**src/sv/skit_pkg.sv**
```systemverilog
// Shared constants, codes and types for the sorted key index table.
// Used by the channel interfaces, the entry cell and the top level.
package skit_pkg;

   // Table geometry and field widths
   localparam int TABLE_DEPTH = 256;
   localparam int SLOT_W      = $clog2(TABLE_DEPTH);
   localparam int TOTAL_W     = $clog2(TABLE_DEPTH + 1);
   localparam int KEY_W       = 31;
   localparam int POS_W       = 31;
   localparam int OP_W        = 2;
   localparam int STATUS_W    = 2;
   localparam int SLOT_OUT_W  = 8;
   localparam int TOTAL_OUT_W = 9;

   // Request kinds
   localparam logic [OP_W-1:0] OP_LOOKUP = 2'd0;
   localparam logic [OP_W-1:0] OP_INSERT = 2'd1;
   localparam logic [OP_W-1:0] OP_DELETE = 2'd2;

   // Result status codes
   localparam logic [STATUS_W-1:0] ST_OK        = 2'd0;
   localparam logic [STATUS_W-1:0] ST_DUPLICATE = 2'd1;
   localparam logic [STATUS_W-1:0] ST_NOT_FOUND = 2'd2;
   localparam logic [STATUS_W-1:0] ST_FULL      = 2'd3;

   // Command broadcast from the sequencer to every entry cell
   typedef struct packed {
      logic capture;     // compare the incoming key and hold the flags
      logic shift_up;    // open a gap at the lower slot and load the new entry
      logic shift_down;  // close the gap at the lower slot
   } cell_cmd_type;

endpackage

```
**src/sv/skit_cell.sv**
```systemverilog
// One entry cell of the table: holds a key and record position, compares
// against the request key and trades its entry with its neighbors. Uses skit_pkg.
module skit_cell (
   input  logic                        clock,
   input  logic                        reset,
   input  skit_pkg::cell_cmd_type      cmd,
   input  logic                        occupied,
   input  logic [skit_pkg::KEY_W-1:0]  cmp_key,
   input  logic [skit_pkg::KEY_W-1:0]  new_key,
   input  logic [skit_pkg::POS_W-1:0]  new_pos,
   input  logic                        prev_ge,
   input  logic [skit_pkg::KEY_W-1:0]  prev_key,
   input  logic [skit_pkg::POS_W-1:0]  prev_pos,
   input  logic [skit_pkg::KEY_W-1:0]  next_key,
   input  logic [skit_pkg::POS_W-1:0]  next_pos,
   output logic [skit_pkg::KEY_W-1:0]  key,
   output logic [skit_pkg::POS_W-1:0]  pos,
   output logic                        ge,
   output logic                        at,
   output logic                        hit
);

   logic [skit_pkg::KEY_W-1:0] key_ff, key_in;
   logic [skit_pkg::POS_W-1:0] pos_ff, pos_in;
   logic                       ge_ff, ge_in;
   logic                       eq_ff, eq_in;

   // Compare: an empty cell counts as at or past the lower slot
   always_comb begin
      ge_in = ge_ff;
      eq_in = eq_ff;
      if (cmd.capture) begin
         ge_in = !(occupied && (key_ff < cmp_key));
         eq_in = occupied && (key_ff == cmp_key);
      end
   end

   // Lower slot is the first cell that is at or past the key
   assign at  = ge_ff && !prev_ge;
   assign hit = at && eq_ff;

   // Shift: take from the lower neighbor, load the new entry, or take from above
   always_comb begin
      key_in = key_ff;
      pos_in = pos_ff;
      if (cmd.shift_up) begin
         if (prev_ge) begin
            key_in = prev_key;
            pos_in = prev_pos;
         end else if (ge_ff) begin
            key_in = new_key;
            pos_in = new_pos;
         end
      end else if (cmd.shift_down && ge_ff) begin
         key_in = next_key;
         pos_in = next_pos;
      end
   end

   always_ff @(posedge clock) begin
      key_ff <= key_in;
      pos_ff <= pos_in;
   end

   always_ff @(posedge clock) begin
      if (reset) begin
         ge_ff <= 1'b0;
         eq_ff <= 1'b0;
      end else begin
         ge_ff <= ge_in;
         eq_ff <= eq_in;
      end
   end

   assign key = key_ff;
   assign pos = pos_ff;
   assign ge  = ge_ff;

endmodule

```
**config.mk**
```make
export PLATFORM = sky130hd
export DESIGN_NAME = skit_cell
export DESIGN_NICKNAME = d
export VERILOG_FILES = /design/src/sv/skit_pkg.sv /design/src/sv/skit_cell.sv
export SDC_FILE = /design/constraint.sdc
export NUM_CORES = 1
export LEC_CHECK = 0
export ABC_AREA = 1
export BUFFER_PORTS_ARGS = -buffer_cell sky130_fd_sc_hd__buf_4
export CORE_MARGIN = 5
export CORE_UTILIZATION = 40
export CTS_CLUSTER_DIAMETER = 100
export DETAILED_ROUTE_END_ITERATION = 8
export GPL_ROUTABILITY_DRIVEN = 0
export PLACE_DENSITY = 0.78
export SKIP_LAST_GASP = 1
export SYNTH_ARGS = -nofsm -noshare
export SYNTH_HDL_FRONTEND = slang
export SYNTH_SLANG_ARGS = --single-unit
```
**constraint.sdc**
```tcl
create_clock -name clock -period 11.8 [get_ports clock]
set_input_delay 0.59 -clock clock [delete_from_list [all_inputs] [get_ports clock]]
set_output_delay 0.59 -clock clock [all_outputs]
set_load 0.05 [all_outputs]
```
# [Word level (Yosys, flattened, before mapping)]
# Cells that the tools add are included.
[word_totals] register_bits=64 output_inout_bits=65 inputBits=224 wordCells=24
[classes] magnitude_cmp=1 n_mux=8 eq_ne=2 n_reduce_logical=9
[op_table] cell="31-bit two-way mux" count=8
[op_table] cell="31-bit == test" count=1
[op_table] cell="31-bit less-than comparator" count=1
[op_table] cell="1-bit logical AND" count=5
[op_table] cell="3-bit by 1-bit != test with 1-bit output (second input constant)" count=1
[op_table] cell="1-bit logical NOT" count=2
[op_table] cell="2-bit AND reduction" count=1
[op_table] cell="2-bit nonzero test" count=1

# [Depth between registers and ports, before layout]
# Gate-level depths: netlist of run 1.
[depth] ltp_word=3 depth_mapped=10 ltp_nobuf=10

# [Worst setup path before layout of run 1]
# Ideal clock, no wire load.
[synth_timing] path_kind="input to register" from="in cmd[1] in the netlist's numbering" to="reg key_ff (netlist bit key[0]) (enable)" slack_ps=7284 stages=4 path_buffers=2 setup_time_ps=502 arrival_time_ps=4014 required_ps=11298 path_cell_list="buf_2 -> buf_2 -> a21oi_1 -> a21oi_1"
[synth_between] elab_chain_len=2 elab_cells_between_ends=3 cone_classes="1 x eq/ne; 2 x reduce/logical"
[synth_rtl] element="start, declared" line="skit_cell.sv:6" source="input skit_pkg::cell_cmd_type cmd,"
[synth_rtl] element="3-bit by 1-bit != test with 1-bit output (no source line) or 2-bit nonzero test (tied branches)"
[synth_rtl] element="2-bit AND reduction (no source line) (*)"
[synth_rtl] element="end signal, assigned" line="skit_cell.sv:61" source="key_ff <= key_in;"
[synth_rtl] element="end, declared" line="skit_cell.sv:23" source="logic [skit_pkg::KEY_W-1:0] key_ff, key_in;"
# Every way passes the cells marked *; elsewhere a longest branch is shown, timed or not.
# A chain may end at the register's enable or synchronous reset.

# [Worst setup path after layout of run 1]
[layout_timing] from="in prev_ge" to="reg key_ff (netlist bit key[10]) (enable)"
[layout_between] elab_chain_len=2
[layout_rtl] element="start, declared" line="skit_cell.sv:11" source="input logic prev_ge,"
[layout_rtl] element="3-bit by 1-bit != test with 1-bit output (no source line)"
[layout_rtl] element="2-bit AND reduction (no source line)"
# Every way passes these cells.

==> results of run 1 <==
## state kept, by name, indices dropped and copies added, names as in the netlist
signal,cells
pos,31
ge,1
key,31
eq_ff,1
## kinds of logic (layout without fill, tap and decap cells)
| group | after synthesis | after routing | synth area share |
|---|---|---|---|
| DFF | 64 | 64 | 0.4571 |
| buffers and inverters | 77 | 357 | 0.09203 |
| and+or+nand+nor | 253 | 253 | 0.2415 |
| adders and majority gates | 31 | 31 | 0.09323 |
| AOI/OAI and AO/OA | 79 | 79 | 0.1161 |
## final cells by class
cell class,instances,area share
repair buffers,291,0.3342
flip-flops and latches,64,0.2909
multi-input cells,363,0.2886
inverters,50,0.02909
well taps,136,0.02603
clock buffers,12,0.02067
clock inverters,4,0.01053
## where the power goes
| group | total (mW) | internal [mW] | switching, mW |
|---|---|---|---|
| clock network | 0.197 | 0.118 | 0.0791 |
| registers | 0.282 | 0.274 | 0.00876 |
| logic | 0.233 | 0.0960 | 0.137 |
| total | 0.712 | 0.488 | 0.224 |
## per-stage QoR
| step | cells | hold WS [ps] | total power, mW | utilization | instance area, sq um |
|---|---|---|---|---|---|
| after global routing | 920 | 397.8 | 0.7498 | 0.6390 | 6538 |
| after CTS | 920 | 391.2 | 0.7196 | 0.6390 | 6538 |
| after global placement | 904 | 471.8 | 0.5153 | 0.6191 | 6334 |
| after detailed placement | 904 | 479.8 | 0.5208 | 0.6191 | 6334 |
| final | 920 | 415.0 | 0.7123 | 0.6390 | 6538 |
| after floorplan | 504 | 444.9 | 0.4183 | - | 4160 |
## routing by layer
metal	vias to the layer above	track usage	share of wire
li1	2237	-	-
met1	2057	0.2397	0.35
met2	216	0.4101	0.53
met3	26	0.07609	0.10
met4	0	0.07212	0.023
met5	-	0	0
## worst paths after layout
kind	slack, ps	to
max	8690	key[10]$_DFFE_PP_
min	410	eq_ff$_SDFFE_PP0P_
max reg2reg	9650	key[10]$_DFFE_PP_
min reg2reg	500	eq_ff$_SDFFE_PP0P_
## cells in the final DEF (no fill, tap or decap), drive strengths merged
master	count
inv	50
nand2	172
clkbuf	12
nor3	2
nand4	4
nand3	1
o21bai	1
dfxtp	2
a21o	1
edfxtp	62
a31oi	62
nor2	72
ha	31
clkinv	2
and3	1
buf	291
a21oi	15
bufinv	2
nand3b	1
==> reports/qor.csv, run 1 <==
stage,metric,value,unit
status,run_status,completed,
drt,initial_drc_count,210,
setup_path,timing.critical_path.fanout_max,64,
clock_tree,cts_hold_buf,0,
drt,via_count,4536,
logic_synthesis,ys_seq_elements,64,
pwr,ir_drop,67.62,uV
sta,worst_slack,8693,ps
clock_tree,clk_pin_slew,60,ps
pwr,cellPowerDensity,109.0,nW/um^2
worst_hold_path,min-delay-start,reset,
setup_path,crit_path_frequent_cell,buf_4,
cells_and_area,drive_above_1_share,0.4005,
drt,route.detailed.vias_per_inst,4.930,
floorplanning,num_rows,37,
drt,drt-pass1-iter-count,5,
worst_hold_path,holdCritPathClass,in -> reg,
floorplanning,core_area,10230,sq um
floorplanning,floorplan.initialDensity,0.4066,
clock_tree,post_cts.repair.setup_buffers,0,
worst_hold_path,hold_depth,2,
cells_and_area,area.sequential,1902,sq um
pwr,power_leakage,3.268,nW
logic_synthesis,synthMostInstantiatedCell,nand2_1,
placement,portBuffers,288,
setup_path,timing.critical_path.buf_inv,4,
cells_and_area,fillCellCount,900,
grt,antenna_found_initial,0,
sta,achievable-frequency,0.3219,GHz
setup_path,cpPeakStageDelay,680,ps
sta,unrepaired_setup_endpoints_after_global_routing,false,
clock_tree,numCtsBuffers,9,
setup_path,cp-startpoint,prev_ge,
setup_path,worst-path-stages,5,
clock_tree,cts_num_sinks,64,
grt,global_route.overflow_total,0,
sta,least_margin_pin_slew,795.0,ps
floorplanning,ioPinCount,289,
sta,worst_slew_margin,0.4688,
floorplanning,die_width,112.0,microns
cells_and_area,finish.net_count,1034,
sta,clock_skew,5.078,ps
logic_synthesis,yosysWarnings,0,
setup_path,kind_of_capture_point_of_the_worst_setup_path,register,
setup_path,worst-setup-path-type,in -> reg,
drt,post-route-drc-count,0,
setup_path,arrival,3080,ps
logic_synthesis,post_synth_instance_area,4160,sq um
clock_tree,tritoncts,built,
run,drv_cap,0,
grt,globalRouteTotalUtil,0.2232,
sta,finalWorstPathRequiredPeriod,3107,ps
logic_synthesis,synth-async-reset-ratio,0,
placement,dp_slack,8352,ps
setup_path,path_cells,buf_4 > inv_4 > buf_4 > a21oi_4 > buf_4,
setup_path,worstSetupStartpointType,primary input,
logic_synthesis,yosysUniqueCellTypes,24,
floorplanning,die_height,112.0,microns
logic_synthesis,synth.cells.most_frequent,"nand2_1 (171), nor2_1 (70), a31oi_1 (62), edfxtp_1 (62), inv_1 (49)",
clock_tree,worst_skew_pair.late_latency,330,ps
clock_tree,clk_root_buffer_cell,clkbuf_8,
logic_synthesis,ys.flop_type,edfxtp_1,
logic_synthesis,synth.yosys.seq_area_share,0.4571,
sta,setup-violations-final,0,
setup_path,crit_slowest_cell,a21oi_4,
clock_tree,htreeDepth,3,
setup_path,crit_required,11770,ps
sta,hold_viol,0,
logic_synthesis,synth_enable_flop_cells,62,
logic_synthesis,yosys.area.top_type_share,0.4475,
setup_path,r2r.worst_path.cells,3,
clock_tree,ctsLongestPathBuffers,2,
cells_and_area,area_growth_syn_to_layout,57.14,%
sta,final-max-slew-violation-count,0,
grt,first_global_vias,4579,
sta,tns,0,ps
drt,postRouteAntennaNets,0,
cells_and_area,multiInputGateArea,1887,sq um
setup_path,timing.critical_path.max_delay_family,buffers and inverters,
setup_path,crit-reg2reg-launch,ge$_SDFFE_PP0P_,
grt,grt_max_degree,72,
drt,finalWirelength,14690,microns
sta,final.period_utilization,0.2633,
logic_synthesis,synth_nets,759,
logic_synthesis,netlist.top_cell.by_area,edfxtp_1,
logic_synthesis,netlist_top_cells_area,"edfxtp_1 (45%), nand2_1 (15%), a31oi_1 (9.3%), ha_1 (9.3%), nor2_1 (6.3%)",
logic_synthesis,avgSynthCellArea,8.254,sq um
cells_and_area,diodes,0,
placement,dpl.hpwl,11940,microns
logic_synthesis,synthesis.instances,504,
grt,wire_length_of_the_first_global_routing_pass,22410,microns
drt,route.detailed.wl_per_inst,15.97,microns
clock_tree,cts.repair.resized,0,
floorplanning,die_area,12540,sq um
Power figures use the tool's default switching activity.
==> run 2, diff against run 1 <==
--- a/config.mk
+++ b/config.mk
@@ -5,10 +5,11 @@
 export SDC_FILE = /design/constraint.sdc
 export NUM_CORES = 1
 export LEC_CHECK = 0
-export ABC_AREA = 1
+export ABC_AREA = 0
 export BUFFER_PORTS_ARGS = -buffer_cell sky130_fd_sc_hd__buf_4
+export CORE_ASPECT_RATIO = 1.75
 export CORE_MARGIN = 5
-export CORE_UTILIZATION = 40
+export CORE_UTILIZATION = 38
 export CTS_CLUSTER_DIAMETER = 100
 export DETAILED_ROUTE_END_ITERATION = 8
 export GPL_ROUTABILITY_DRIVEN = 0
==> constraint.sdc (replaced) <==
create_clock -name clock -period 2.7 [get_ports clock]
set_input_delay 0.135 -clock clock [delete_from_list [all_inputs] [get_ports clock]]
set_output_delay 0.135 -clock clock [all_outputs]
set_load 0.05 [all_outputs]
==> reports/qor.csv, run 2 <==
stage,metric,value,unit,change
setup_path,kind_of_capture_point_of_the_worst_setup_path,register,,unchanged
drt,finalWirelength,14250,microns,was 14690 microns
logic_synthesis,synth.cells.most_frequent,"a21oi_1 (75), nor2_1 (69), edfxtp_1 (62), mux2i_1 (62), inv_1 (32)",,"was nand2_1 (171), nor2_1 (70), a31oi_1 (62), edfxtp_1 (62), inv_1 (49)"
clock_tree,numCtsBuffers,9,,unchanged
logic_synthesis,avgSynthCellArea,10.28,sq um,was 8.254 sq um
cells_and_area,fillCellCount,864,,was 900
floorplanning,ioPinCount,289,,unchanged
placement,placed_area,6302,sq um,was 6334 sq um
logic_synthesis,synthesis.instances,392,,was 504
drt,initial_drc_count,120,,was 210
sta,whs,120.2,ps,was 415.0 ps
drt,route.detailed.wl_per_inst,17.66,microns,was 15.97 microns
run,drv_cap,0,,unchanged
sta,hold_viol,0,,unchanged
sta,least_margin_pin_slew,661.1,ps,was 795.0 ps
logic_synthesis,post_synth_instance_area,4029,sq um,was 4160 sq um
setup_path,crit-reg2reg-launch,key[26]$_DFFE_PP_,,was ge$_SDFFE_PP0P_
cells_and_area,postLayoutCellArea,6614,sq um,was 6538 sq um
worst_hold_path,holdCritPathClass,in -> reg,,unchanged
logic_synthesis,synth_enable_flop_cells,62,,unchanged
setup_path,crit_required,2900,ps,was 11770 ps
drt,wl_met3,1303,microns,was 1542 microns
logic_synthesis,netlist.top_cell.by_area,edfxtp_1,,unchanged
drt,via_count,4095,,was 4536
sta,unrepaired_setup_endpoints_after_global_routing,false,,unchanged
drt,drt-pass1-iter-count,4,,was 5
logic_synthesis,synthMostInstantiatedCell,a21oi_1,,was nand2_1
grt,grt_max_degree,71,,was 72
placement,portBuffers,288,,unchanged
floorplanning,die_width,87.84,microns,was 112.0 microns
placement,dpl.hpwl,11930,microns,was 11940 microns
cells_and_area,area_growth_syn_to_layout,64.16,%,was 57.14%
floorplanning,core_area,10360,sq um,was 10230 sq um
sta,final-max-slew-violation-count,0,,unchanged
grt,globalRouteTotalUtil,0.2162,,was 0.2232
logic_synthesis,ys_seq_elements,64,,unchanged
logic_synthesis,yosysUniqueCellTypes,32,,was 24
pwr,ir_drop,332.8,uV,was 67.62 uV
sta,achievable-frequency,0.5476,GHz,
drt,detail_route.wirelength.met1,4556,microns,was 5076 microns
worst_hold_path,hold_depth,3,,was 2
logic_synthesis,netlist_top_cells_area,"edfxtp_1 (46%), mux2i_1 (15%), ha_1 (9.6%), a21oi_1 (9.3%), nor2_1 (6.4%)",,"was edfxtp_1 (45%), nand2_1 (15%), a31oi_1 (9.3%), ha_1 (9.3%), nor2_1 (6.3%)"
setup_path,worstSetupStartpointType,register,,was primary input
grt,antenna_found_initial,0,,unchanged
grt,global_route.overflow_total,0,,unchanged
setup_path,cp-startpoint,key[26]$_DFFE_PP_,,was prev_ge
setup_path,arrival,2020,ps,was 3080 ps
status,run_status,completed,,unchanged
drt,routed-wl-met2,7791,microns,was 7726 microns
clock_tree,ctsLongestPathBuffers,2,,unchanged
sta,final.period_utilization,0.6764,,
clock_tree,cts_num_sinks,64,,unchanged
clock_tree,clk_root_buffer_cell,clkbuf_16,,was clkbuf_8
setup_path,timing.critical_path.fanout_max,3,,was 64
cells_and_area,drive_above_1_share,0.4574,,was 0.4005
cells_and_area,diodes,0,,unchanged
floorplanning,num_rows,49,,was 37
logic_synthesis,synth.yosys.seq_area_share,0.4720,,was 0.4571
clock_tree,cts.repair.resized,0,,unchanged
logic_synthesis,yosysWarnings,0,,unchanged
grt,wire_length_of_the_first_global_routing_pass,21210,microns,was 22410 microns
sta,worst_slew_margin,0.5593,,was 0.4688
floorplanning,floorplan.initialDensity,0.3888,,was 0.4066
cells_and_area,multiInputGateArea,1909,sq um,was 1887 sq um
clock_tree,htreeDepth,3,,unchanged
logic_synthesis,synth_nets,647,,was 759
setup_path,r2r.worst_path.cells,6,,was 3
pwr,power_leakage,3.255,nW,was 3.268 nW
clock_tree,clk_pin_slew,50,ps,was 60 ps
sta,tns,0,ps,unchanged
sta,setup-violations-final,0,,unchanged
drt,highest_layer,met4,,unchanged
grt,first_global_vias,4403,,was 4579
sta,clock_skew,10.94,ps,was 5.078 ps
drt,post-route-drc-count,0,,unchanged
clock_tree,worst_skew_pair.late_latency,320,ps,was 330 ps
setup_path,worst-setup-path-type,reg -> reg,,was in -> reg
floorplanning,die_height,146.2,microns,was 112.0 microns
clock_tree,tritoncts,built,,unchanged
floorplanning,die_area,12840,sq um,was 12540 sq um
cells_and_area,finish.net_count,931,,was 1034
logic_synthesis,synth-async-reset-ratio,0,,unchanged
drt,postRouteAntennaNets,0,,unchanged
pwr,cellPowerDensity,517.6,nW/um^2,was 109.0 nW/um^2
logic_synthesis,ys.flop_type,edfxtp_1,,unchanged
cells_and_area,layout_commonest_cell,buf_4,,unchanged
cells_and_area,most_frequent_cells_in_the_layout,"buf_4 (292), a21oi_1 (75), nor2_1 (68), mux2i_1 (62), edfxtp_1 (62)",,"was buf_4 (291), nand2_1 (171), nor2_1 (70), a31oi_1 (62), edfxtp_1 (62)"
worst_hold_path,min-delay-start,cmd[2],,was reset
clock_tree,cts_hold_buf,1,,was 0
drt,route.detailed.vias_per_inst,5.074,,was 4.930
sta,finalWorstPathRequiredPeriod,1826,ps,
cells_and_area,area.sequential,1902,sq um,unchanged
clock_tree,post_cts.repair.setup_buffers,0,,unchanged
logic_synthesis,yosys.area.top_type_share,0.4621,,was 0.4475
-- run 2: cell types whose count changed in the layout (fill, tap and decap cells not counted), moves of 17 or more --
cell	delta
a31oi_1	-62
inv_1	-17
a21oi_1	+62
mux2i_1	+62
nand2_1	-164
-- run 2: power by group --
group / switching (mW) / internal (mW)
logic: 0.570 / 0.436
registers: 0.0358 / 1.20
clock network: 0.387 / 0.794
-- run 2: stage by stage --
step                        util  instances  power, mW  setup slack, ps
after floorplan                -        392      1.804            562.9
after global placement    0.6083        791      2.237            938.8
after detailed placement  0.6083        791      2.266            880.9
after CTS                 0.6383        807      3.456            831.8
after global routing      0.6383        807      3.574            778.4
final                     0.6383        807      3.423            873.7
-- run 2: worst paths after layout --
path                        endpoint  slack [ps]
setup reg to reg     ge$_SDFFE_PP0P_         870
setup / recovery     ge$_SDFFE_PP0P_         870
hold / removal       ge$_SDFFE_PP0P_         120
hold reg to reg   eq_ff$_SDFFE_PP0P_         510
-- run 2: kinds of logic (layout without fill, tap and decap cells) --
kind of cell / Yosys count / in the layout / share of synthesized area
simple gates: 94 / 94 / 0.1006
compound gates: 88 / 88 / 0.1211
flops: 64 / 64 / 0.4721
mux: 62 / 62 / 0.1540
buf+inv: 53 / 341 / 0.05590
fa+ha+maj: 31 / 31 / 0.09627
-- run 2: per-layer routing --
metal / vias to the layer above / GRT usage
li1: 1986 / -
met1: 1858 / 0.2068
met2: 206 / 0.3965
met3: 45 / 0.06708
met4: 0 / 0.1129
met5: - / 0
-- run 2: final cells by class --
cell class	instances	area share
multi-input combinational	275	0.2887
clock inverter	5	0.01097
timing repair buffer	294	0.3360
inverter	32	0.01816
sequential	64	0.2876
clock buffer	10	0.03462
tap	127	0.02403
-- run 2: critical path: stages (launching register included) --
cell and delay, ps:
edfxtp_1 410, ha_1 340, a41oi_2 180, o21ai_1 90, a2111oi_0 370, and3_1 250, a211oi_2 70
==> run 3, diff against run 2 <==
==> constraint.sdc (replaced) <==
create_clock -name clock -period 1.5 [get_ports clock]
set_input_delay 0.075 -clock clock [delete_from_list [all_inputs] [get_ports clock]]
set_output_delay 0.075 -clock clock [all_outputs]
set_load 0.05 [all_outputs]
==> reports/qor.csv, run 3 (synthesized netlist as in run 2, its figures left out) <==
stage,metric,value,unit,change
status,run_status,"finished, violations left",,was completed
status,violations,negative setup slack,,
sta,clock_skew,7.424,ps,was 10.94 ps
setup_path,timing.critical_path.fanout_max,3,,unchanged
cells_and_area,layout.cells.non_filler,826,,was 807
sta,hold_viol,0,,unchanged
grt,grt_util_met2,0.4075,,was 0.3965
worst_hold_path,holdCritPathClass,in -> reg,,unchanged
setup_path,r2r.worst_path.cells,7,,was 6
grt,wire_length_of_the_first_global_routing_pass,20850,microns,was 21210 microns
floorplanning,floorplan.initialDensity,0.3888,,unchanged
sta,worst_slew_margin,0.7298,,was 0.5593
pwr,ir_drop,677.1,uV,was 332.8 uV
sta,setup-violations-final,2,,was 0
placement,placed_area,6550,sq um,was 6302 sq um
pwr,cellPowerDensity,885.4,nW/um^2,was 517.6 nW/um^2
clock_tree,ctsLongestPathBuffers,2,,unchanged
cells_and_area,fillCellCount,842,,was 864
grt,globalRouteTotalUtil,0.2132,,was 0.2162
floorplanning,core_area,10360,sq um,unchanged
placement,dp_slack,-415.0,ps,was 880.9 ps
drt,finalWirelength,14170,microns,was 14250 microns
cells_and_area,area_growth_syn_to_layout,71.99,%,was 64.16%
sta,unrepaired_setup_endpoints_after_global_routing,true,,was false
sta,final.period_utilization,1.201,,was 0.6764
floorplanning,num_rows,49,,unchanged
drt,route.detailed.wl_per_inst,17.15,microns,was 17.66 microns
sta,finalWorstPathRequiredPeriod,1802,ps,was 1826 ps
pwr,power_leakage,3.363,nW,was 3.255 nW
sta,least_margin_pin_slew,401.7,ps,was 661.1 ps
floorplanning,die_width,87.84,microns,unchanged
floorplanning,die_height,146.2,microns,unchanged
floorplanning,ioPinCount,289,,unchanged
cells_and_area,most_frequent_cells_in_the_layout,"buf_4 (306), a21oi_1 (74), nor2_1 (68), mux2i_1 (62), edfxtp_1 (62)",,"was buf_4 (292), a21oi_1 (75), nor2_1 (68), mux2i_1 (62), edfxtp_1 (62)"
floorplanning,die_area,12840,sq um,unchanged
setup_path,crit_slowest_cell,edfxtp_1,,unchanged
setup_path,path_cells,ha_4 > a41oi_2 > o21ai_2 > a2111oi_2 > buf_4 > and3_1 > a211oi_2,,was ha_1 > a41oi_2 > o21ai_1 > a2111oi_0 > and3_1 > a211oi_2
drt,drt-pass1-iter-count,5,,was 4
grt,grtUsageMet1,0.1995,,was 0.2068
worst_hold_path,hold_depth,3,,unchanged
cells_and_area,finish.net_count,949,,was 931
grt,antenna_found_initial,0,,unchanged
run,drv_cap,0,,unchanged
drt,initial_drc_count,99,,was 120
grt,grt_most_used_layer,met2,,unchanged
drt,via_count,4044,,was 4095
grt,first_global_vias,4366,,was 4403
grt,grt_max_degree,81,,was 71
clock_tree,cts_num_sinks,64,,unchanged
sta,worst_slack,-302.1,ps,was 873.7 ps
setup_path,crit_required,1690,ps,was 2900 ps
cells_and_area,postLayoutCellArea,6929,sq um,was 6614 sq um
placement,portBuffers,288,,unchanged
cells_and_area,diodes,0,,unchanged
setup_path,kind_of_capture_point_of_the_worst_setup_path,register,,unchanged
sta,achievable-frequency,0.5549,GHz,was 0.5476 GHz
drt,route.detailed.vias_per_inst,4.896,,was 5.074
cells_and_area,layout_commonest_cell,buf_4,,unchanged
setup_path,cpPeakStageDelay,430,ps,was 410 ps
sta,final-max-slew-violation-count,0,,unchanged
clock_tree,clk_root_buffer_cell,clkbuf_16,,unchanged
grt,global_route.overflow_total,0,,unchanged
placement,dpl.cell_count,807,,was 791
cells_and_area,drive_above_1_share,0.4921,,was 0.4574
drt,post-route-drc-count,0,,unchanged
clock_tree,numCtsBuffers,9,,unchanged
setup_path,arrival,1990,ps,was 2020 ps
clock_tree,worst_skew_pair.late_latency,320,ps,about the same
clock_tree,tritoncts,built,,unchanged
drt,postRouteAntennaNets,0,,unchanged
grt,grt.met3_usage,0.06990,,was 0.06708
setup_path,worst-setup-path-type,reg -> reg,,unchanged
clock_tree,htreeDepth,3,,unchanged
placement,dpl.hpwl,11790,microns,was 11930 microns
setup_path,worstSetupStartpointType,register,,unchanged
clock_tree,clk_pin_slew,50,ps,about the same
run 3: path summary, 6_finish.rpt:
check / slack (ps) / start / end
worst max-delay path: -300 / key[25]$_DFFE_PP_ / ge$_SDFFE_PP0P_
worst min-delay path: 50 / cmd[2] / eq_ff$_SDFFE_PP0P_
worst max register to register: -300 / key[25]$_DFFE_PP_ / ge$_SDFFE_PP0P_
worst min register to register: 470 / eq_ff$_SDFFE_PP0P_ / eq_ff$_SDFFE_PP0P_
run 3: timing repair:
action | in CTS | in global routing
endpoints found under the setup margin | 2 | 2
buffers inserted | 0 | 2
resized for setup | 3 | 6
pin swaps | 1 | 4
endpoints found under the hold margin | 2 | 0
hold buffers | 1 | 0
run 3: power by group:
part | internal, mW | total (mW) | switching, mW
Clock | 1.27 | 1.97 | 0.697
Combinational | 0.881 | 1.94 | 1.06
Sequential | 2.16 | 2.23 | 0.0720
run 3: layer usage:
| metal | share of wire | up-vias | wire length (microns) |
|---|---|---|---|
| li1 | - | 2016 | - |
| met1 | 0.32 | 1792 | 4491 |
| met2 | 0.55 | 199 | 7828 |
| met3 | 0.096 | 37 | 1365 |
| met4 | 0.034 | 0 | 480 |
| met5 | 0 | - | 0 |
run 3: critical path, delay by kind of cell, from the launching register on:
family / cells / cell delay, ps
compound gates: 4 / 680
fa+ha+maj: 1 / 250
buf+inv: 1 / 160
simple gates: 1 / 150
flops: 1 / 430
run 3: through the flow:
step / TNS (ps) / hold slack, ps / utilization / power (mW)
2_1_floorplan: -21950 / 138.7 / - / 3.277
3_3_place_gp: -518.1 / 247.8 / 0.6322 / 4.120
3_5_place_dp: -537.4 / 249.8 / 0.6322 / 4.170
4_1_cts: -487.5 / 26.28 / 0.6612 / 6.179
5_1_grt: -615.8 / 33.92 / 0.6688 / 6.430
6_report: -476.5 / 46.60 / 0.6688 / 6.135
run 3: layout make-up:
type | instances | area, sq um | area share
clock buffer | 11 | 232.7 | 0.03359
tap | 127 | 158.9 | 0.02293
multi-input combinational | 275 | 2057 | 0.2969
sequential | 64 | 1906 | 0.2750
inverter | 32 | 120.1 | 0.01733
clock inverter | 5 | 47.55 | 0.006862
timing repair buffer | 312 | 2407 | 0.3474
